==> src/rtl/mgc_pkg.sv <==
// shared types and constants for the mute group gain crossfade
package mgc_pkg;

    localparam int          ROWS_DEF       = 7;
    localparam int          FRAME_BITS_DEF = 48;
    localparam int          IN_FRAME_W     = 48;
    localparam int          MASK_W         = 7;
    localparam int          SPAN_W         = 24;
    localparam int          QUOT_W         = 16;
    localparam int          GAIN_W         = 16;
    localparam logic [15:0] UNITY_GAIN     = 16'd32768;
    localparam logic [15:0] NEAR_UNITY     = 16'd32765;
    // 3.0 in Q2.16 for the smoothstep polynomial
    localparam logic [17:0] SMOOTH_THREE   = 18'd196608;

    typedef struct packed {
        logic              start;
        logic [SPAN_W-1:0] num;
        logic [SPAN_W-1:0] den;
    } t_div_req;

    typedef struct packed {
        logic              done;
        logic [QUOT_W-1:0] quot;
    } t_div_rsp;

endpackage

==> src/rtl/mgc_div.sv <==
// radix-2 restoring divider giving the q0.16 ramp position
module mgc_div
    import mgc_pkg::*;
(
    input  logic     i_clk,
    input  logic     i_rst_n,
    input  t_div_req i_req,
    output t_div_rsp o_rsp
);

    logic [SPAN_W-1:0] r_rem;
    logic [SPAN_W-1:0] r_den;
    logic [QUOT_W-1:0] r_quot;
    logic [3:0]        r_cnt;
    logic              r_run;
    logic              r_done;
    logic [SPAN_W:0]   rem2;
    logic [SPAN_W:0]   diff;
    logic              ge;

    // numerator is below the divisor, so only the sixteen fraction bits remain
    assign rem2 = {r_rem, 1'b0};
    assign diff = rem2 - {1'b0, r_den};
    assign ge   = (rem2 >= {1'b0, r_den});

    always_ff @(posedge i_clk) begin
        if (!i_rst_n) begin
            r_run  <= 1'b0;
            r_done <= 1'b0;
            r_cnt  <= '0;
        end else if (i_req.start) begin
            r_run  <= 1'b1;
            r_done <= 1'b0;
            r_cnt  <= '0;
        end else if (r_run) begin
            r_cnt <= r_cnt + 4'd1;
            if (r_cnt == 4'd15) begin
                r_run  <= 1'b0;
                r_done <= 1'b1;
            end
        end else begin
            r_done <= 1'b0;
        end
    end

    always_ff @(posedge i_clk) begin
        if (i_req.start) begin
            r_rem  <= i_req.num;
            r_den  <= i_req.den;
            r_quot <= '0;
        end else if (r_run) begin
            r_rem  <= ge ? diff[SPAN_W-1:0] : rem2[SPAN_W-1:0];
            r_quot <= {r_quot[QUOT_W-2:0], ge};
        end
    end

    assign o_rsp.done = r_done;
    assign o_rsp.quot = r_quot;

endmodule

==> src/rtl/mute_group_gain_crossfade.sv <==
// top level: per-row smoothstep mute gain ramps with recall and query
// Each input transaction produces exactly one output transaction. A query
// evaluates one row; a recall walks all ROWS rows in turn, capturing each
// row's gain at the start frame and arming its new ramp. A row evaluation
// goes from S_EVAL straight to S_POST when the ramp is idle, settled or not
// yet started. Mid-ramp it waits in S_DIV on the shared restoring divider
// for the ramp position (16 quotient bits), makes three passes through
// the single shared multiplier (t*t, times 3-2t, times the gain span),
// applies the step in S_APPLY and posts the result in S_POST. The block
// takes one transaction at a time: s_axis_tready is high only when it is
// idle. A finished result is held in an output register, so a new input
// is accepted while the previous result still waits on m_axis_tready.
module mute_group_gain_crossfade
    import mgc_pkg::*;
#(
    parameter int ROWS       = ROWS_DEF,
    parameter int FRAME_BITS = FRAME_BITS_DEF
) (
    input  logic        i_clk,
    input  logic        i_rst_n,
    input  logic        s_axis_tvalid,
    output logic        s_axis_tready,
    // row[2:0], frame[50:3], mute bits[57:51], ramp length[81:58]
    input  logic [87:0] s_axis_tdata,
    // func[0]
    input  logic [0:0]  s_axis_tuser,
    output logic        m_axis_tvalid,
    input  logic        m_axis_tready,
    // gain[15:0], suppressed[16], fade_end[64:17]
    output logic [71:0] m_axis_tdata
);

    localparam int IDX_W = (ROWS > 1) ? $clog2(ROWS) : 1;
    localparam int FW    = FRAME_BITS;

    typedef enum logic [8:0] {
        S_IDLE  = 9'b000000001,
        S_EVAL  = 9'b000000010,
        S_DIV   = 9'b000000100,
        S_MUL1  = 9'b000001000,
        S_MUL2  = 9'b000010000,
        S_MUL3  = 9'b000100000,
        S_APPLY = 9'b001000000,
        S_POST  = 9'b010000000,
        S_RESP  = 9'b100000000
    } t_state;

    // per-row ramp state
    logic [GAIN_W-1:0] r_sg [ROWS];
    logic [FW-1:0]     r_sf [ROWS];
    logic [FW-1:0]     r_ef [ROWS];
    logic [ROWS-1:0]   r_tz;
    logic [ROWS-1:0]   r_mu;
    logic [ROWS-1:0]   r_nu;
    logic [FW-1:0]     r_lfe;

    t_state            r_state;
    logic              r_func;
    logic [IDX_W-1:0]  r_idx;
    logic [FW-1:0]     r_frame;
    logic [MASK_W-1:0] r_mask;
    logic              r_tf_zero;
    logic [FW-1:0]     r_end;
    logic [GAIN_W-1:0] r_gain;
    logic [QUOT_W-1:0] r_t;
    logic [49:0]       r_prod;
    logic              r_res_sup;
    logic [GAIN_W-1:0] r_res_gain;
    logic [FW-1:0]     r_res_fade;
    logic              r_ovalid;
    logic [71:0]       r_odata;

    logic              accept;
    logic              in_func;
    logic [2:0]        in_row;
    logic [FW-1:0]     in_frame;
    logic [MASK_W-1:0] in_mask;
    logic [SPAN_W-1:0] in_tf;
    logic [FW:0]       end_sum;
    logic [FW-1:0]     end_sat;
    logic              row_ok;
    logic [GAIN_W-1:0] sg;
    logic [FW-1:0]     st;
    logic [FW-1:0]     en;
    logic              tz;
    logic              nu;
    logic              zero_tgt;
    logic              settle;
    logic [FW-1:0]     span_full;
    logic [FW-1:0]     diff_full;
    logic [31:0]       mul_a;
    logic [17:0]       mul_b;
    logic [49:0]       mul_p;
    logic [GAIN_W-1:0] gspan;
    logic [GAIN_W-1:0] delta;
    logic [47:0]       fade_out;
    logic              out_free;
    t_div_req          div_req;
    t_div_rsp          div_rsp;

    assign accept  = s_axis_tvalid && s_axis_tready;
    assign in_func = s_axis_tuser[0];
    assign in_row  = s_axis_tdata[2:0];
    assign in_mask = s_axis_tdata[57:51];
    assign in_tf   = s_axis_tdata[81:58];

    // input frame masked or zero-extended to the frame counter width
    always_comb begin
        for (int i = 0; i < FW; i++) begin
            in_frame[i] = (i < IN_FRAME_W) ? s_axis_tdata[3 + (i % IN_FRAME_W)] : 1'b0;
        end
    end

    // recall end frame, saturated at the top of the frame counter
    assign end_sum = {1'b0, in_frame} + {{(FW + 1 - SPAN_W){1'b0}}, in_tf};
    assign end_sat = end_sum[FW] ? {FW{1'b1}} : end_sum[FW-1:0];
    assign row_ok  = ({{(32 - 3){1'b0}}, in_row} < 32'(ROWS));

    // selected row's ramp
    assign sg = r_sg[r_idx];
    assign st = r_sf[r_idx];
    assign en = r_ef[r_idx];
    assign tz = r_tz[r_idx];
    assign nu = r_nu[r_idx];

    // only the first seven rows have a mask bit
    always_comb begin
        zero_tgt = 1'b0;
        for (int i = 0; i < MASK_W; i++) begin
            if (32'(r_idx) == i) begin
                zero_tgt = r_mask[i];
            end
        end
    end

    assign settle    = (en <= st) || (r_frame >= en);
    assign span_full = en - st;
    assign diff_full = r_frame - st;

    // position divider starts on the cycle a live ramp is found
    assign div_req.start = (r_state == S_EVAL) && nu && (r_frame > st) && !settle;
    assign div_req.num   = diff_full[SPAN_W-1:0];
    assign div_req.den   = span_full[SPAN_W-1:0];

    mgc_div u_div (
        .i_clk   (i_clk),
        .i_rst_n (i_rst_n),
        .i_req   (div_req),
        .o_rsp   (div_rsp)
    );

    // single shared multiplier, operands picked by the sequencer
    assign gspan = tz ? sg : (UNITY_GAIN - sg);
    always_comb begin
        case (r_state)
            S_MUL1: begin
                mul_a = {16'd0, r_t};
                mul_b = {2'd0, r_t};
            end
            S_MUL2: begin
                mul_a = r_prod[31:0];
                mul_b = SMOOTH_THREE - {1'b0, r_t, 1'b0};
            end
            S_MUL3: begin
                mul_a = {15'd0, r_prod[48:32]};
                mul_b = {2'd0, gspan};
            end
            default: begin
                mul_a = '0;
                mul_b = '0;
            end
        endcase
    end
    assign mul_p = {18'd0, mul_a} * {32'd0, mul_b};
    assign delta = r_prod[31:16];

    assign s_axis_tready = (r_state == S_IDLE);
    assign out_free      = !r_ovalid || m_axis_tready;

    // sequencer and row state
    always_ff @(posedge i_clk) begin
        if (!i_rst_n) begin
            r_state <= S_IDLE;
            r_tz    <= '0;
            r_mu    <= '0;
            r_nu    <= '0;
            r_lfe   <= '0;
            for (int i = 0; i < ROWS; i++) begin
                r_sg[i] <= UNITY_GAIN;
                r_sf[i] <= '0;
                r_ef[i] <= '0;
            end
        end else begin
            case (r_state)
                S_IDLE: begin
                    if (accept) begin
                        r_func    <= in_func;
                        r_frame   <= in_frame;
                        r_mask    <= in_mask;
                        r_tf_zero <= (in_tf == '0);
                        r_end     <= end_sat;
                        if (in_func) begin
                            r_idx   <= '0;
                            r_state <= S_EVAL;
                        end else if (row_ok) begin
                            r_idx   <= IDX_W'(in_row);
                            r_state <= S_EVAL;
                        end else begin
                            // row without storage reads unity
                            r_res_gain <= UNITY_GAIN;
                            r_res_sup  <= 1'b0;
                            r_res_fade <= r_lfe;
                            r_state    <= S_RESP;
                        end
                    end
                end
                S_EVAL: begin
                    if (!nu) begin
                        r_gain  <= UNITY_GAIN;
                        r_state <= S_POST;
                    end else if (r_frame <= st) begin
                        r_gain  <= sg;
                        r_state <= S_POST;
                    end else if (settle) begin
                        // finished ramp lands on its target
                        r_gain       <= tz ? '0 : UNITY_GAIN;
                        r_sg[r_idx]  <= tz ? '0 : UNITY_GAIN;
                        r_sf[r_idx]  <= en;
                        r_mu[r_idx]  <= tz;
                        if (!tz) begin
                            r_nu[r_idx] <= 1'b0;
                        end
                        r_state <= S_POST;
                    end else begin
                        r_state <= S_DIV;
                    end
                end
                S_DIV: begin
                    if (div_rsp.done) begin
                        r_t     <= div_rsp.quot;
                        r_state <= S_MUL1;
                    end
                end
                S_MUL1: begin
                    r_prod  <= mul_p;
                    r_state <= S_MUL2;
                end
                S_MUL2: begin
                    r_prod  <= mul_p;
                    r_state <= S_MUL3;
                end
                S_MUL3: begin
                    r_prod  <= mul_p;
                    r_state <= S_APPLY;
                end
                S_APPLY: begin
                    r_gain  <= tz ? (sg - delta) : (sg + delta);
                    r_state <= S_POST;
                end
                S_POST: begin
                    if (!r_func) begin
                        r_res_gain <= r_gain;
                        r_res_sup  <= r_mu[r_idx] && r_tz[r_idx] && (r_ef[r_idx] <= r_frame);
                        r_res_fade <= r_lfe;
                        r_state    <= S_RESP;
                    end else begin
                        // arm the new ramp from the captured gain
                        r_sg[r_idx] <= r_gain;
                        r_tz[r_idx] <= zero_tgt;
                        r_sf[r_idx] <= r_frame;
                        r_ef[r_idx] <= r_end;
                        r_mu[r_idx] <= r_tf_zero && zero_tgt;
                        r_nu[r_idx] <= (r_gain < NEAR_UNITY) || zero_tgt;
                        if (32'(r_idx) == ROWS - 1) begin
                            r_lfe      <= r_end;
                            r_res_gain <= '0;
                            r_res_sup  <= 1'b0;
                            r_res_fade <= r_end;
                            r_state    <= S_RESP;
                        end else begin
                            r_idx   <= r_idx + 1'b1;
                            r_state <= S_EVAL;
                        end
                    end
                end
                S_RESP: begin
                    if (out_free) begin
                        r_state <= S_IDLE;
                    end
                end
                default: begin
                    r_state <= S_IDLE;
                end
            endcase
        end
    end

    // result frame fitted to the 48-bit output field
    always_comb begin
        for (int i = 0; i < 48; i++) begin
            fade_out[i] = (i < FW) ? r_res_fade[i % FW] : 1'b0;
        end
    end

    // output register
    always_ff @(posedge i_clk) begin
        if (!i_rst_n) begin
            r_ovalid <= 1'b0;
        end else if ((r_state == S_RESP) && out_free) begin
            r_ovalid <= 1'b1;
        end else if (m_axis_tready) begin
            r_ovalid <= 1'b0;
        end
    end

    always_ff @(posedge i_clk) begin
        if ((r_state == S_RESP) && out_free) begin
            r_odata <= {7'd0, fade_out, r_res_sup, r_res_gain};
        end
    end

    assign m_axis_tvalid = r_ovalid;
    assign m_axis_tdata  = r_odata;

`ifndef ASSERT_OFF
    a_div_to_mul: assert property (@(posedge i_clk) disable iff (!i_rst_n)
        (r_state == S_DIV) && div_rsp.done |=> (r_state == S_MUL1))
        else $error("divider result not taken");
    a_idx_range: assert property (@(posedge i_clk) disable iff (!i_rst_n)
        (r_state == S_EVAL) |-> (32'(r_idx) < ROWS))
        else $error("row index out of range");
    a_recall_end: assert property (@(posedge i_clk) disable iff (!i_rst_n)
        (r_state == S_POST) && r_func && (32'(r_idx) == ROWS - 1) |=> (r_lfe == $past(r_end)))
        else $error("last fade end not updated on recall");
    a_div_only_live: assert property (@(posedge i_clk) disable iff (!i_rst_n)
        div_req.start |-> (div_req.num < div_req.den))
        else $error("ramp position outside the ramp");
`endif

endmodule

==> config.mk <==
export PLATFORM = sky130hd
export DESIGN_NAME = mute_group_gain_crossfade
export DESIGN_NICKNAME = d
export VERILOG_FILES = /design/src/rtl/mgc_pkg.sv /design/src/rtl/mgc_div.sv /design/src/rtl/mute_group_gain_crossfade.sv
export SDC_FILE = /design/constraint.sdc
export NUM_CORES = 2
export LEC_CHECK = 0
export ABC_CLOCK_PERIOD_IN_PS = 10040
export BUFFER_PORTS_ARGS = -buffer_cell sky130_fd_sc_hd__buf_2
export CORE_MARGIN = 8
export CORE_UTILIZATION = 35
export CTS_CLUSTER_DIAMETER = 200
export DETAILED_ROUTE_END_ITERATION = 7
export SYNTH_ARGS = -nofsm -noshare
export SYNTH_HDL_FRONTEND = slang
export SYNTH_HIERARCHICAL = 1
export SYNTH_SLANG_ARGS = --single-unit
export TNS_END_PERCENT = 30
==> constraint.sdc <==
create_clock -name i_clk -period 10.04 [get_ports i_clk]
set_clock_uncertainty 0.15 [all_clocks]
set_input_delay 2.008 -clock i_clk [delete_from_list [all_inputs] [get_ports i_clk]]
set_output_delay 2.008 -clock i_clk [all_outputs]
set_load 0.01 [all_outputs]
* Word level (Yosys, flattened, before mapping)
Memory sizes are Yosys's and may differ from the RTL's. A register that Yosys moved wholly into a read port is not among the register bits. Index checks and enable logic that the tools add are counted.
Word-level totals: flip-flop bits (word level) 468, bits in writable memories 784, output and inout bits 74, logic and storage cells 230, memories 3
Memories:
- r_ef | depth 7, width 48, rd ports 1, clocked after memory_dff 1, write ports 7, RTL line mute_group_gain_crossfade.sv:51 | logic [FW-1:0] r_ef [ROWS];
- r_sf | depth 7, width 48, rd ports 1, clocked after memory_dff 1, write ports 7, RTL line mute_group_gain_crossfade.sv:50 | logic [FW-1:0] r_sf [ROWS];
- r_sg | depth 7, width 16, rd ports 1, clocked after memory_dff 1, write ports 7, RTL line mute_group_gain_crossfade.sv:49 | logic [GAIN_W-1:0] r_sg [ROWS];
Operators by class: add/subtract/negate cells 10, multiply operators 1, magnitude comparators 10, equal/unequal tests 30, muxes and demuxes 107, bitwise gates (word level) 6, reductions and logical operators 38
Operator list (number):
- two-way mux 48 bit | 8
- two-way mux 16 bit | 13
- <= comparator 48 bit | 3
- one-hot mux 32 bit (3 select lines) | 1
- one-hot mux 48 bit (2 select lines) | 1
- OR reduction 48 bit | 2
- one-hot mux 9 bit (9 select lines) | 1
- two-way mux 24 bit | 3
- subtractor 24 bit | 3
- one-hot mux 16 bit (2 select lines) | 2
- two-way mux 7 bit | 9
- two-way mux 9 bit | 7
- one-hot mux 18 bit (3 select lines) | 1
- adder 48 x 24 -> 49 bit | 1
- multiplier 32 x 18 -> 49 bit | 1
- greater-or-equal comparator 48 bit | 1
- greater-than comparator 48 bit | 1
- two-way mux 1 bit | 35
- two-way mux 3 bit | 11
- bitwise mux 7 bit | 4
- one-hot mux 7 bit (2 select lines) | 2
- greater-or-equal comparator 25 x 24 -> 1 bit | 1
- zero test 24 bit | 1
- two-way mux 8 bit | 3
- 48 further kinds | 87

* Depth between registers and ports, before layout
depth in word-level cells 12, gate-level depth with buffers 36, gate-level depth less buffers 32

* Cells and area by module
Netlist, hierarchy kept.
Modules (own cells, without submodules):
- mute_group_gain_crossfade | times used 1, cells an instance 6745, area an instance 78138.7 sq um
- mgc_div | times used 1, cells an instance 436, area an instance 4255.3 sq um

* Worst setup path before layout
OpenSTA, ideal clock, no wires.
path kind reg-to-reg, start point register with a tool-made name, end point memory r_sf[5][0] in the netlist's numbering, enable pin, setup time 577 ps, arrival time 9525 ps, data required time 9313 ps, path slack -212 ps, stages on the path, launching flop included 20, path through dfxtp_1 -> clkbuf_1 -> buf_1 -> buf_1 -> clkbuf_1 -> clkbuf_1 -> buf_1 -> mux4_2 -> mux2_2 -> ha_1 -> fa_1 -> nor2b_1 -> o21ai_0 -> a21oi_1 -> o21bai_1 -> a211oi_1 -> nor3_1 -> nor4_1 -> a21oi_1 -> o21ai_0
RTL lines (RTL line):
- end: declaration | mute_group_gain_crossfade.sv:50

==> qor.txt <==
R2r endpoint: r_prod[44]
Clock Tree Buf Depth: 3
Synth async-reset ratio: 0
Antenna violations before repair: 12
Setup Viol. Count Final: 0
GPL Wtd Cong: 0.907
Yosys reg bits: 1367
Most frequent cell after synthesis: edfxtp_1
TritonCTS clock tree: yes
YS warnings: 6
IO Port Bufs: 153
Die X: 501 um
CP max FO: 15
Cell taking the most area after synthesis: edfxtp_1
Synth area leaders: edfxtp_1, fa_1, mux4_2
GRT Overall Usage: 0.190
Worst EP required: 10450 ps
Initial cell density of the core: 0.351
EDFF count, synth: 1151
Fmax achieved: 0.105 GHz
R2R cell count: 32
R2r setup slk: 470 ps
Hold Buf Count CTS: 0
Top Ports: 167
Vias: 56.2k
Fin crit period: 9570 ps
H-tree levels: 4
DRC Markers: 0
Global-route wire length before repair: 365000 um
Vias in the first global route: 58.2k
Register area share after synthesis: 0.472
Wirelength per Cell: 22.9 um
Synth Area in Adders: 0.169
Num rows: 178
Slew HR: 0.146
Hold EP: m_axis_tdata[16]
Die area: 0.251 mm2
Critical path's slowest cell: fa_1
Crit path largest cell delay: 570 ps
Total power divided by cell area: 147 mW/mm2
Worst ir drop on vdd: 0.000139 V
Largest family of logic cells by synthesized area: adder cells
Dpl hpwl: 168000 um
Pin count of the biggest net entering global routing: 245
Setup_tns: 0 ps
Std-Cell Core Area: 0.235 mm2
Worst Tran Pin Value: 1280 ps
Nets: 8230
CP Capture Type: flip-flop
RSZ-0062 raised after global routing: false
Synth Cell Area: 0.0824 mm2
Total wire length: 243000 um
Synthesized instance count: 7181
Post-synth top area share: 0.419
DR iter-0 viols: 4761
MaxCap Viol Count: 0
Post-CTS sizing: 0
Total grt overflow: 0
Simple-Gate Fraction of Synth Area: 0.133
Root Buffer: clkbuf_16
Slew Viols, Final: 0
Top post-synthesis cells by count: edfxtp_1, nand2_1, inv_1
DR pass1 iterations: 7
Leakage: 38.0 nW
Area grow syn2layout: 12.8%
Startpoint types: flip-flop
Buffer count from post-CTS setup fixing: 0
Routed Antenna Nets: 0
Post-synth cell types: 89
Hold Path Stages: 0
Outcome: completed
Xor/xnor share of the synthesized area: 0.0207
Complex-gate fraction of the synthesized area: 0.0706
Clk sinks: 1367
Layout cells sized above 1: 0.130
Die span in y: 501 um
Worst skew pair latency: 810 ps
Tot Pwr: 13.6 mW
Hold Fails Final Rpt: 0
Worst hold start: r_res_sup
Post-synth top flop: edfxtp_1
Critical path arrival: 9980 ps
Final period util: 0.953
Most common cell on crit path: fa_1
Syn avg cell area: 11.5 um2
Clk slew on worst S/H paths: 70 ps
Num CTS Buffers: 149
DR vias/cell: 5.31
Min-Delay Path Class: reg -> reg
Crit Path Class: reg -> reg
Mux contribution to synthesized area: 0.0815
## critical path, delay by kind of cell (launching register included)
| family | cells | cell delay [ps] |
|---|---|---|
| XOR/XNOR | 2 | 250 |
| adder cells (fa/ha/maj) | 7 | 3560 |
| multiplexers | 2 | 870 |
| buffers and inverters | 7 | 1050 |
| flip-flops | 1 | 500 |
| AO/OA/AOI/OAI | 9 | 1840 |
| AND/OR/NAND/NOR | 5 | 1060 |
## kinds of logic after synthesis
logic type | count (synthesis)
XOR/XNOR | 195
flip-flops | 1367
buffers and inverters | 1155
AND/OR/NAND/NOR | 2369
multiplexers | 383
other | 2
AO/OA/AOI/OAI | 890
adder cells (fa/ha/maj) | 820
## sequential cells by signal, summed over array words and instances (netlist names), 3 cells and up, named ones only
register and flops:
fade_out 48, m_axis_tdata 65, r_ef 384, r_end 48
r_frame 48, r_gain 16, r_idx 3, r_lfe 48
r_mask 7, r_mu 7, r_nu 7, r_prod 49
r_res_gain 16, r_sf 384, r_sg 128, r_state 9
r_t 16, r_tz 7, u_div/r_cnt 4, u_div/r_den 24
u_div/r_quot 16, u_div/r_rem 24
## per-stage QoR
| step | utilization | hold WS [ps] | area, um2 | setup slack [ps] | instances |
|---|---|---|---|---|---|
| 6_report | 0.396 | 263 | 93000 | 471 | 10598 |
| 3_5_place_dp | 0.374 | 255 | 87900 | 352 | 10316 |
| 2_1_floorplan | - | 250 | 82500 | 822 | 7201 |
| 5_1_grt | 0.396 | 274 | 93000 | 29.4 | 10597 |
| 4_1_cts | 0.396 | 263 | 92900 | 300 | 10595 |
| 3_3_place_gp | 0.374 | 256 | 87900 | 296 | 10316 |
## power by group
group          leakage [nW]  switching [mW]  internal (mW)
logic                  22.3            1.01          0.625
registers              13.2          0.0966           6.27
clock network          2.44            2.36           3.26
total                  38.0            3.47           10.2
## cell type report
cell class                 count  area, um2
fill                       22426     142000
multi-input combinational   4679      39600
sequential                  1367      38900
clock buffer                 190       3980
tap                         3150       3940
inverter                     760       2850
timing repair buffer         360       2590
clock inverter                89       1070
antenna                        3       7.51
## how the worst max path moves through the flow
stage | end
floorplan | r_sf[7][0]
global placement | r_prod[42]
detailed placement | r_prod[45]
CTS | r_prod[45]
global route | r_prod[44]
finish | r_prod[44]
## routing by layer
metal	vias up	global-route usage	part of all wire	wire, um
met2	2067	0.323	0.49	118000
met3	482	0.0310	0.068	16500
met5	-	0	0	0
met1	28526	0.242	0.40	97700
met4	0	0.0766	0.044	10700
li1	25158	-	-	-
## cells in the final DEF, fill, tap and decap left out, drive strengths merged, types with 126 or more instances in the layout
master / count
a21oi: 217
o21ai: 219
ha: 336
clkbuf: 191
nand3: 126
and3: 291
fa: 484
dfxtp: 216
mux4: 225
nand2: 794
nor2: 705
edfxtp: 1151
inv: 768
buf: 359
Power figures use the tool's default switching activity.
